## src/hdl/spwm_pkg.sv

```systemverilog
package spwm_pkg;

  localparam int unsigned PhaseBits    = 32;
  localparam int unsigned PeriodBits   = 16;
  localparam int unsigned AmpBits      = 11;
  localparam int unsigned CmpBits      = 16;
  localparam int unsigned TableEntries = 512;
  localparam int unsigned IndexBits    = $clog2(TableEntries);
  localparam int unsigned QuarterEntries = TableEntries >> 1;
  localparam int unsigned ScaleBits    = 12;
  localparam int unsigned TableScale   = 1 << ScaleBits;
  localparam int unsigned AmpShift     = 10;
  localparam int unsigned SineBits     = ScaleBits + 1;
  localparam int unsigned AccBits      = SineBits + PeriodBits;
  localparam int unsigned CntBits      = $clog2(PhaseBits);
  localparam int unsigned CfgIdxBits   = 8;

  localparam logic [PhaseBits-1:0]  StepReset   = 32'd42949650;
  localparam logic [PeriodBits-1:0] PeriodReset = 16'd1600;

  localparam logic [CfgIdxBits-1:0] RegPhaseStep   = 8'd0;
  localparam logic [CfgIdxBits-1:0] RegTimerPeriod = 8'd1;

  localparam logic [63:0] PiQ62  = 64'hC90FDAA22168C234;
  localparam logic [63:0] PiStep = PiQ62 / 64'(TableEntries);
  localparam logic [63:0] PiRem  = PiQ62 % 64'(TableEntries);

  typedef logic [SineBits-1:0] quarter_rom_t [QuarterEntries];

  function automatic logic [63:0] mul_q62(logic [63:0] a, logic [63:0] b);
    logic [127:0] p;
    p = {64'd0, a} * {64'd0, b};
    return p[125:62];
  endfunction

  function automatic logic [63:0] div_u64(logic [63:0] num, logic [63:0] den);
    logic [63:0] quo;
    logic [64:0] rem;
    quo = '0;
    rem = '0;
    for (int b = 63; b >= 0; b--) begin
      rem = {rem[63:0], num[b]};
      if (rem >= {1'b0, den}) begin
        rem    = rem - {1'b0, den};
        quo[b] = 1'b1;
      end
    end
    return quo;
  endfunction

  // Fixed-point Taylor series of sin(i*pi/N), rounded to the table scale.
  function automatic logic [SineBits-1:0] sine_entry(int unsigned i);
    logic [63:0] k;
    logic [63:0] x;
    logic [63:0] term;
    logic [63:0] sum;
    logic [63:0] t;
    logic [63:0] n;
    k = 64'(i);
    if (2 * k > 64'(TableEntries)) begin
      k = 64'(TableEntries) - k;
    end
    x = PiStep * k + ((PiRem * k) >> IndexBits);
    term = x;
    sum  = x;
    n    = 64'd1;
    while (term != 64'd0 && n < 64'd60) begin
      term = div_u64(mul_q62(mul_q62(term, x), x), (n + 64'd1) * (n + 64'd2));
      if ((((n - 64'd1) >> 1) & 64'd1) == 64'd0) begin
        sum = sum - term;
      end else begin
        sum = sum + term;
      end
      n = n + 64'd2;
    end
    t = mul_q62(sum, 64'(2 * TableScale));
    t = (t + 64'd1) >> 1;
    return t[SineBits-1:0];
  endfunction

  function automatic quarter_rom_t build_quarter_rom();
    quarter_rom_t r;
    for (int unsigned i = 0; i < QuarterEntries; i++) begin
      r[i] = sine_entry(i);
    end
    return r;
  endfunction

  localparam quarter_rom_t QuarterRom = build_quarter_rom();
  localparam logic [SineBits-1:0] SinePeak = sine_entry(QuarterEntries);

endpackage

```

## src/hdl/spwm_phase_accumulator_top.sv

```systemverilog
// Channel   Direction  Word contents
// s_axis    in         tdata[10:0] amplitude
// m_axis    out        tdata[15:0] compare value, tuser[0] channel A active, tuser[1] sync
// cfg       in         index 0 phase step, index 1 timer period
//
// An accepted input word passes these steps in order: the phase add runs one bit per
// cycle, then the table step, the two shift-and-add multiplies of the 16-bit period
// and the 11-bit amplitude, and the hand-off step, which waits while the output is stalled.
// A new input word is taken only after the hand-off, when the block is idle again.
// A stalled output holds its word while the next input word is worked on.
// Reset is asynchronous and active low and leaves channel A active.
module spwm_phase_accumulator_top
  import spwm_pkg::*;
(
  input  logic                  clk_i,
  input  logic                  rst_ni,
  input  logic                  s_axis_tvalid,
  output logic                  s_axis_tready,
  input  logic [15:0]           s_axis_tdata,    // [10:0] amplitude
  output logic                  m_axis_tvalid,
  input  logic                  m_axis_tready,
  output logic [15:0]           m_axis_tdata,    // [15:0] compare_value
  output logic [1:0]            m_axis_tuser,    // [0] channel_a_active, [1] sync_level
  input  logic                  cfg_valid_i,
  output logic                  cfg_ready_o,
  input  logic [CfgIdxBits-1:0] cfg_index_i,
  input  logic [PhaseBits-1:0]  cfg_data_i
);

  typedef enum logic [2:0] {
    StIdle,
    StAdd,
    StRom,
    StMulP,
    StMulA,
    StDone
  } state_e;

  state_e                state_q;
  logic [PhaseBits-1:0]  phase_step_q;
  logic [PeriodBits-1:0] timer_period_q;
  logic [PhaseBits-1:0]  phase_q;
  logic [PhaseBits-1:0]  step_sh_q;
  logic                  carry_q;
  logic [CntBits-1:0]    bit_cnt_q;
  logic [AmpBits-1:0]    amp_q;
  logic [AccBits-1:0]    mcand_q;
  logic [PeriodBits-1:0] mplier_q;
  logic [AccBits-1:0]    acc_q;
  logic                  prev_top_q;
  logic                  swap_q;
  logic                  ind_q;
  logic                  chan_q;
  logic                  out_valid_q;
  logic [CmpBits-1:0]    out_cmp_q;
  logic                  out_chan_q;
  logic                  out_ind_q;

  logic                  sum_bit;
  logic                  carry_d;
  logic                  top_bit;
  logic [AccBits-1:0]    acc_d;
  logic [CmpBits:0]      cmp_full;
  logic [IndexBits-1:0]  rom_idx;
  logic [IndexBits-1:0]  fold_idx;
  logic [SineBits-1:0]   sine_val;

  assign s_axis_tready = (state_q == StIdle);
  assign cfg_ready_o   = 1'b1;
  assign m_axis_tvalid = out_valid_q;
  assign m_axis_tdata  = out_cmp_q;
  assign m_axis_tuser  = {out_ind_q, out_chan_q};

  assign sum_bit  = phase_q[0] ^ step_sh_q[0] ^ carry_q;
  assign carry_d  = (phase_q[0] & step_sh_q[0]) | (carry_q & (phase_q[0] ^ step_sh_q[0]));
  assign top_bit  = phase_q[PhaseBits-1];
  assign acc_d    = mplier_q[0] ? acc_q + mcand_q : acc_q;
  assign cmp_full = acc_q[AmpShift +: CmpBits + 1];

  // The half-sine table is symmetric, so only its first half is stored.
  assign rom_idx  = phase_q[PhaseBits-1 -: IndexBits];
  assign fold_idx = rom_idx[IndexBits-1] ? (~rom_idx + IndexBits'(1)) : rom_idx;
  assign sine_val = fold_idx[IndexBits-1] ? SinePeak : QuarterRom[fold_idx[IndexBits-2:0]];

  always_ff @(posedge clk_i or negedge rst_ni) begin
    if (!rst_ni) begin
      state_q        <= StIdle;
      phase_step_q   <= StepReset;
      timer_period_q <= PeriodReset;
      phase_q        <= '0;
      step_sh_q      <= '0;
      amp_q          <= '0;
      mcand_q        <= '0;
      mplier_q       <= '0;
      acc_q          <= '0;
      prev_top_q     <= 1'b0;
      swap_q         <= 1'b0;
      ind_q          <= 1'b0;
      chan_q         <= 1'b1;
      out_valid_q    <= 1'b0;
      out_cmp_q      <= '0;
      out_chan_q     <= 1'b0;
      out_ind_q      <= 1'b0;
      bit_cnt_q      <= '0;
      carry_q        <= 1'b0;
    end else begin
      if (cfg_valid_i) begin
        if (cfg_index_i == RegPhaseStep) begin
          phase_step_q <= cfg_data_i;
        end else if (cfg_index_i == RegTimerPeriod) begin
          timer_period_q <= cfg_data_i[PeriodBits-1:0];
        end
      end
      if (out_valid_q && m_axis_tready && state_q != StDone) begin
        out_valid_q <= 1'b0;
      end
      case (state_q)
        StIdle: begin
          if (s_axis_tvalid) begin
            amp_q     <= s_axis_tdata[AmpBits-1:0];
            step_sh_q <= phase_step_q;
            carry_q   <= 1'b0;
            bit_cnt_q <= '0;
            state_q   <= StAdd;
          end
        end
        StAdd: begin
          phase_q   <= {sum_bit, phase_q[PhaseBits-1:1]};
          step_sh_q <= step_sh_q >> 1;
          carry_q   <= carry_d;
          bit_cnt_q <= bit_cnt_q + 1'b1;
          if (bit_cnt_q == CntBits'(PhaseBits - 1)) begin
            state_q <= StRom;
          end
        end
        StRom: begin
          if (swap_q) begin
            chan_q <= ~chan_q;
            swap_q <= 1'b0;
          end else if (prev_top_q && !top_bit) begin
            swap_q <= 1'b1;
            ind_q  <= ~ind_q;
          end
          prev_top_q <= top_bit;
          mcand_q    <= AccBits'(sine_val);
          mplier_q   <= timer_period_q;
          acc_q      <= '0;
          bit_cnt_q  <= '0;
          state_q    <= StMulP;
        end
        StMulP: begin
          if (bit_cnt_q == CntBits'(PeriodBits - 1)) begin
            mcand_q   <= AccBits'(acc_d[ScaleBits +: CmpBits]);
            mplier_q  <= PeriodBits'(amp_q);
            acc_q     <= '0;
            bit_cnt_q <= '0;
            state_q   <= StMulA;
          end else begin
            mcand_q   <= mcand_q << 1;
            mplier_q  <= mplier_q >> 1;
            acc_q     <= acc_d;
            bit_cnt_q <= bit_cnt_q + 1'b1;
          end
        end
        StMulA: begin
          acc_q <= acc_d;
          if (bit_cnt_q == CntBits'(AmpBits - 1)) begin
            bit_cnt_q <= '0;
            state_q   <= StDone;
          end else begin
            mcand_q   <= mcand_q << 1;
            mplier_q  <= mplier_q >> 1;
            bit_cnt_q <= bit_cnt_q + 1'b1;
          end
        end
        StDone: begin
          if (!out_valid_q || m_axis_tready) begin
            out_valid_q <= 1'b1;
            out_cmp_q   <= cmp_full[CmpBits] ? '1 : cmp_full[CmpBits-1:0];
            out_chan_q  <= chan_q;
            out_ind_q   <= ind_q;
            state_q     <= StIdle;
          end
        end
        default: begin
          state_q <= StIdle;
        end
      endcase
    end
  end

  a_accept_starts_add: assert property (@(posedge clk_i) disable iff (!rst_ni)
    s_axis_tvalid && s_axis_tready |=> state_q == StAdd)
    else $error("accepted word did not start the phase add");

  a_swap_clears: assert property (@(posedge clk_i) disable iff (!rst_ni)
    state_q == StRom && swap_q |=> !swap_q && chan_q != $past(chan_q))
    else $error("pending swap was not carried out");

  a_sync_arms_swap: assert property (@(posedge clk_i) disable iff (!rst_ni)
    ind_q != $past(ind_q) |-> swap_q)
    else $error("sync toggled without arming a swap");

  a_no_overwrite: assert property (@(posedge clk_i) disable iff (!rst_ni)
    out_valid_q && !m_axis_tready |=> out_valid_q && $stable(out_cmp_q))
    else $error("stalled result word was overwritten");

endmodule

```

## config.mk

```make
export PLATFORM = sky130hd
export DESIGN_NAME = spwm_phase_accumulator_top
export DESIGN_NICKNAME = d
export VERILOG_FILES = /design/src/hdl/spwm_pkg.sv /design/src/hdl/spwm_phase_accumulator_top.sv
export SDC_FILE = /design/constraint.sdc
export NUM_CORES = 1
export LEC_CHECK = 0
export BUFFER_PORTS_ARGS = -buffer_cell sky130_fd_sc_hd__buf_2
export CELL_PAD_IN_SITES_DETAIL_PLACEMENT = 1
export CELL_PAD_IN_SITES_GLOBAL_PLACEMENT = 1
export CORE_ASPECT_RATIO = 2
export CORE_MARGIN = 2
export CORE_UTILIZATION = 48
export CTS_CLUSTER_DIAMETER = 40
export DETAILED_ROUTE_END_ITERATION = 10
export GPL_ROUTABILITY_DRIVEN = 0
export HOLD_SLACK_MARGIN = 0.08
export PLACE_DENSITY_LB_ADDON = 0.1
export RECOVER_POWER = 100
export SYNTH_ARGS = -nofsm -noshare
export SYNTH_HDL_FRONTEND = slang
export SYNTH_SLANG_ARGS = --single-unit
```

## constraint.sdc

```tcl
create_clock -name clk_i -period 4.91 [get_ports clk_i]
set_input_delay 0.2455 -clock clk_i [delete_from_list [all_inputs] [get_ports clk_i]]
set_output_delay 0.2455 -clock clk_i [all_outputs]
set_load 0.01 [all_outputs]
```

==> results.yml, run 1 <==
run_status:
  run_status: "finished with violations"
  violations: "max-capacitance violations, max-slew violations"
critical_path:
  path_max_fanout: 22
  critPathSlowestCell: "clkbuf_2"
  worstSetupEndpointType: "flip-flop"
  reg2reg_from: "phase_q[24]$_DFFE_PN0P_"
  worstSetupPathType: "reg -> reg"
  r2r_cells: 12
  arrival_ns: 4.88
  start_kind: "flip-flop"
  worstPathRequired_ns: 5.34
  r2r_end: "mcand_q[4]$_DFFE_PN0P_"
  path_cells: "inv_1 > ha_1 > and2b_1 > xor2_4 > clkbuf_2 > buf_4 > mux2i_1 > nor2_1 > a2111oi_0 > o32ai_1 > a32oi_1 > o22a_1"
  reg2reg_slack_ns: 0.46
  cpPeakStageDelay_ns: 0.55
global_route:
  grt_pass1_wl_um: 83300
  grt_pass1_vias: 14800
  antenna_found_initial: 2
  grt_overflow_total: 0
  globalRouteTotalUtil: 0.327
  grt_max_degree: 125
detailed_routing:
  dr.pass1.iters: 5
  vias: 13800
  wire_per_inst_um: 24.7
  routed_via_density: 6.55
  drtIter0Drc: 1049
  postRouteAntennaNets: 0
  drt-total-wl_um: 52200
  drc: 0
logic_synthesis:
  syn_nets: 1777
  synth_edf_count: 0
  ys_top_cells_by_count: "nand2_1, dfrtp_1, nor2_1, o21ai_0, a21oi_1"
  synth_area_leader_cell: "dfrtp_1"
  yosysSeqAreaShare: 0.392
  syn_avg_cell_area_um2: 8.76
  synthFlopType: "dfrtp_1"
  synthDistinctLibCells: 89
  synth-async-reset-ratio: 1.00
  ys_seq_elements: 227
  synth.most_common_cell: "nand2_1"
  synth.top_cell.area_share: 0.363
  ys.warnings.count: 0
  netlist_top_cells_area: "dfrtp_1, nand2_1, mux2_2"
  syn_area_um2: 14500
  synth_cells: 1659
die:
  dieArea_um2: 31800
  die_h_um: 250
  rows: 90
  pin_count: 82
  core_area_um2: 30000
  fp.dieW_um: 127
  initial_core_util: 0.485
hold_path:
  min_to: "state_q[0]$_DFFE_PN0P_"
  worst_hold_path_type: "in -> reg"
  hold_start: "s_axis_tvalid"
  whs_path_depth: 5
clock_tree:
  hold_buffers: 45
  cts_setup_buffers: 0
  cts_htree_levels: 2
  postCtsResizedCells: 0
  clk_latency_ns: 0.51
  cts.sinks: 227
  numCtsBuffers: 34
  cts_tree: "done"
  cts_buffer_depth: 3
  root_buffer: "clkbuf_16"
  clk_pin_slew_worst_paths_ns: 0.06
sta:
  drv_slew: 285
  setup_ws_ns: 0.461
  tns_ns: 0
  finClkSkew_ns: 0.0210
  hold_viol: 0
  tightest_slew_ns: 3.18
  period_share: 0.906
  setup_violations: 0
  max_freq_mhz: 225
  min_period_ns: 4.45
  max_slew_margin: -1.12
  rsz0062_at_grt: "false"
finish:
  syn2layout_area_growth_pct: 14.9
  drive_gt1_frac: 0.139
  nNetsFinal: 1837
job:
  maxCapViolCount: 6
placed_design:
  io_buffers: 75
  dp_slack_ns: 0.819
  place_hpwl_um: 32700
power_and_ir_drop:
  powerDensity_nw_per_um2: 738
  p_leak_nw: 7.20
  vdd_ir_drop_max_v: 0.000510
==> critical path, delay by kind of cell (launching register included) <==
| family | cells | cell delay (ns) |
|---|---|---|
| AO/OA/AOI/OAI | 4 | 1.09 |
| XOR/XNOR | 1 | 0.52 |
| adder cells (fa/ha/maj) | 1 | 0.45 |
| buffers and inverters | 3 | 1.07 |
| flip-flops | 1 | 0.45 |
| multiplexers | 1 | 0.37 |
| AND/OR/NAND/NOR | 2 | 0.43 |
==> area by class of cell <==
| cell class | count | area [µm²] |
|---|---|---|
| fillers | 3439 | 13300 |
| flip-flops and latches | 227 | 5700 |
| diodes | 2 | 5.00 |
| multi-input cells | 1268 | 8160 |
| well taps | 368 | 460 |
| clock buffers | 43 | 946 |
| repair buffers | 156 | 1060 |
| inverters | 32 | 120 |
| clock inverters | 17 | 248 |
==> metrics by stage <==
step | power, mW | util | hold slack [ns] | cells | instance area [µm²]
after CTS | 12.1 | 0.560 | 0.221 | 2111 | 16800
after global routing | 13.0 | 0.557 | 0.325 | 2113 | 16700
after global placement | 9.17 | 0.505 | 0.403 | 2006 | 15100
final | 12.3 | 0.557 | 0.252 | 2113 | 16700
after floorplan | 7.42 | - | -0.0501 | 1659 | 14500
after detailed placement | 9.41 | 0.505 | 0.413 | 2006 | 15100
==> per-layer routing <==
metal / track usage / vias to the layer above / wire (µm)
li1: - / 6166 / -
met1: 0.423 / 6939 / 20700
met2: 0.543 / 567 / 25900
met3: 0.0455 / 174 / 3110
met4: 0.143 / 0 / 2380
met5: 0 / - / 0
==> where the power goes <==
part           total, mW  switching, mW  internal [mW]
Sequential          2.83          0.477           2.35
Clock               2.61          0.963           1.65
Combinational       6.89           4.63           2.26
Total               12.3           6.07           6.25
==> worst max-delay path by stage <==
stage	from	endpoint	slack, ns	cells after the start
after floorplan	phase_q[23]$_DFFE_PN0P_	mcand_q[4]$_DFFE_PN0P_	1.15	15
after detailed placement	phase_q[24]$_DFFE_PN0P_	mcand_q[4]$_DFFE_PN0P_	0.82	12
final	phase_q[24]$_DFFE_PN0P_	mcand_q[4]$_DFFE_PN0P_	0.46	12
after global routing	rst_ni	phase_step_q[20]$_DFFE_PN0P_	0.27	3
after global placement	phase_q[24]$_DFFE_PN0P_	mcand_q[4]$_DFFE_PN0P_	0.99	12
after CTS	phase_q[24]$_DFFE_PN0P_	mcand_q[4]$_DFFE_PN0P_	0.79	12
==> sequential cells by signal, summed over array words and instances, names as in the netlist, 3 cells and up <==
register / count
step_sh_q: 32
amp_q: 11
mcand_q: 28
acc_q: 28
state_q: 3
bit_cnt_q: 5
m_axis_tdata: 16
mplier_q: 16
phase_q: 32
timer_period_q: 16
phase_step_q: 32
==> logic make-up after synthesis <==
family                   synth area share
adder cells (fa/ha/maj)            0.0501
multiplexers                       0.0849
AO/OA/AOI/OAI                       0.235
XOR/XNOR                           0.0222
AND/OR/NAND/NOR                     0.166
other                            0.000258
buffers and inverters              0.0493
flip-flops                          0.392
==> layout by cell type (no fill, tap or decap), types with 22 or more instances in the layout <==
master         count
nor2_1           136
nand3_1           25
buf_2             54
ha_1              55
clkbuf_16         35
mux2i_1           49
inv_1             29
a31oi_1           22
clkbuf_1          27
buf_4             26
nor3_1            31
o21ai_0          133
dlygate4sd3_1     45
nand2_1          255
a21oi_1          118
mux2_2            54
dfrtp_1          211
xnor2_1           24
No activity file was read; power rests on OpenSTA's default activity.
==> run 2, diff against run 1 <==
--- a/config.mk
+++ b/config.mk
@@ -9,8 +9,8 @@
 export CELL_PAD_IN_SITES_DETAIL_PLACEMENT = 1
 export CELL_PAD_IN_SITES_GLOBAL_PLACEMENT = 1
 export CORE_ASPECT_RATIO = 2
-export CORE_MARGIN = 2
-export CORE_UTILIZATION = 48
+export CORE_MARGIN = 10
+export CORE_UTILIZATION = 52
 export CTS_CLUSTER_DIAMETER = 40
 export DETAILED_ROUTE_END_ITERATION = 10
 export GPL_ROUTABILITY_DRIVEN = 0
==> constraint.sdc (replaced) <==
create_clock -name clk_i -period 5.78 [get_ports clk_i]
set_input_delay 0.289 -clock clk_i [delete_from_list [all_inputs] [get_ports clk_i]]
set_output_delay 0.289 -clock clk_i [all_outputs]
set_load 0.01 [all_outputs]
==> results.yml, run 2 (synthesized netlist as in run 1, its figures left out) <==
global_route:
  grt_pass1_wl_um: 85900
  globalRouteTotalUtil: 0.298
  grt_pass1_vias: 15000
  grt_overflow_total: 0
  antenna_found_initial: 4
  grt_max_degree: 171
detailed_routing:
  postRouteAntennaNets: 0
  vias: 14000
  drt-total-wl_um: 54900
  drc: 0
  routed_via_density: 6.74
  drtIter0Drc: 1263
  dr.pass1.iters: 6
  wire_per_inst_um: 26.4
power_and_ir_drop:
  vdd_ir_drop_max_v: 0.000409
  p_leak_nw: 7.02
  powerDensity_nw_per_um2: 613
critical_path:
  worstPathRequired_ns: 6.24
  worstSetupEndpointType: "flip-flop"
  path_max_fanout: 26
  critPathSlowestCell: "a21oi_1"
  start_kind: "flip-flop"
  cp_num_cells: 11
  cp_common_cell: "a41oi_1"
  reg2reg_slack_ns: 1.22
  cp_top_family: "compound AO/OA/AOI/OAI gates"
  reg2reg_from: "bit_cnt_q[0]$_DFFE_PN0P_"
  worst-path-buf-inv: 2
  r2r_end: "mcand_q[2]$_DFFE_PN0P_"
  cpPeakStageDelay_ns: 1.66
  path_cells: "inv_1 > ha_1 > nor4bb_1 > nor2_1 > a21oi_1 > clkbuf_1 > a21o_1 > a41oi_1 > o41ai_1 > a41oi_1 > o22ai_1"
  r2r_cells: 11
  arrival_ns: 5.02
  worstSetupPathType: "reg -> reg"
hold_path:
  whs_path_depth: 5
  worst_hold_path_type: "in -> reg"
  min_to: "state_q[0]$_DFFE_PN0P_"
  hold_start: "s_axis_tvalid"
finish:
  nFillCells: 3223
  reg.largest.list: "phase_q: 32 flops, phase_step_q: 32 flops, step_sh_q: 32 flops"
  mostFrequentLayoutCell: "nand2_1"
  syn2layout_area_growth_pct: 12.5
  nNetsFinal: 1827
  final_cell_area_um2: 16300
  final_cell_mix: "nand2_1, dfrtp_1, nor2_1, o21ai_0, a21oi_1"
  drive_gt1_frac: 0.128
sta:
  period_share: 0.788
  finClkSkew_ns: 0.0215
  max_slew_margin: -1.30
  setup_ws_ns: 1.22
  rsz0062_at_grt: "false"
  max_freq_mhz: 219
  min_period_ns: 4.56
  hold_viol: 0
  tightest_slew_ns: 3.44
  drv_slew: 164
  tns_ns: 0
  setup_violations: 0
clock_tree:
  cts_tree: "done"
  cts_setup_buffers: 0
  cts.sinks: 227
  root_buffer: "clkbuf_16"
  postCtsResizedCells: 0
  hold_buffers: 45
  clk_latency_ns: 0.57
  cts_buffer_depth: 3
  numCtsBuffers: 26
  cts_htree_levels: 1
  clk_pin_slew_worst_paths_ns: 0.07
placed_design:
  place_hpwl_um: 35200
  dp_slack_ns: 1.75
  dpl-instance-area_um2: 15100
  io_buffers: 75
run_status:
  run_status: "finished with violations"
  violations: "max-capacitance violations, max-slew violations"
die:
  fp.dieW_um: 138
  initial_core_util: 0.528
  dieArea_um2: 35400
  core_area_um2: 27500
  rows: 86
  pin_count: 82
  die_h_um: 256
job:
  maxCapViolCount: 4
==> run 2: changes by cell type in the layout (fill, tap and decap cells not counted), sizes merged <==
cell      before  now
clkbuf        73   59
inv           38   33
bufinv         5    1
clkinv         5    9
buf           81   83
clkinvlp       1    3
diode          2    3
==> run 2: layer usage <==
metal	part of all wire	vias up	track usage
met1	0.34	7000	0.305
met3	0.051	267	0.0435
li1	-	6127	-
met2	0.52	634	0.531
met4	0.087	2	0.232
met5	0.00031	-	0
==> run 2: worst max-delay path by stage <==
stage	endpoint	from	slack (ns)
2_1_floorplan	mcand_q[4]$_DFFE_PN0P_	phase_q[23]$_DFFE_PN0P_	2.02
3_3_place_gp	mcand_q[4]$_DFFE_PN0P_	phase_q[24]$_DFFE_PN0P_	1.90
3_5_place_dp	mcand_q[4]$_DFFE_PN0P_	phase_q[24]$_DFFE_PN0P_	1.75
4_1_cts	mcand_q[4]$_DFFE_PN0P_	phase_q[24]$_DFFE_PN0P_	1.74
5_1_grt	mcand_q[2]$_DFFE_PN0P_	bit_cnt_q[0]$_DFFE_PN0P_	0.99
6_report	mcand_q[2]$_DFFE_PN0P_	bit_cnt_q[0]$_DFFE_PN0P_	1.22
==> run 2: cell type report <==
type	count	area, µm²	area share
Timing Repair Buffer	154	1060	0.0649
Sequential cell	227	5700	0.349
Clock buffer	33	707	0.0433
Tap cell	352	440	0.0270
Antenna cell	3	7.51	0.000459
Multi-Input combinational cell	1268	8170	0.500
Clock inverter	14	136	0.00835
Inverter	32	120	0.00735
==> run 2: worst reg2reg max path, delay by kind of cell (launching register included) <==
family | cells | cell delay (ns)
flops | 1 | 0.40
simple gates | 2 | 0.63
buf+inv | 2 | 0.83
compound gates | 6 | 2.43
fa+ha+maj | 1 | 0.16
==> run 2: report_power, final <==
| group | leakage, nW | switching [mW] | internal [mW] |
|---|---|---|---|
| Clock | 0.408 | 0.747 | 0.922 |
| Sequential | 2.96 | 0.445 | 1.99 |
| Combinational | 3.66 | 3.99 | 1.93 |
==> run 2: metrics by stage <==
stage | cells | power [mW] | hold slack [ns] | utilization
2_1_floorplan | 1659 | 6.31 | -0.00659 | -
3_3_place_gp | 1988 | 7.84 | 0.246 | 0.549
3_5_place_dp | 1988 | 8.03 | 0.249 | 0.549
4_1_cts | 2080 | 9.73 | 0.191 | 0.595
5_1_grt | 2083 | 10.5 | 0.352 | 0.593
6_report | 2083 | 10.0 | 0.289 | 0.593
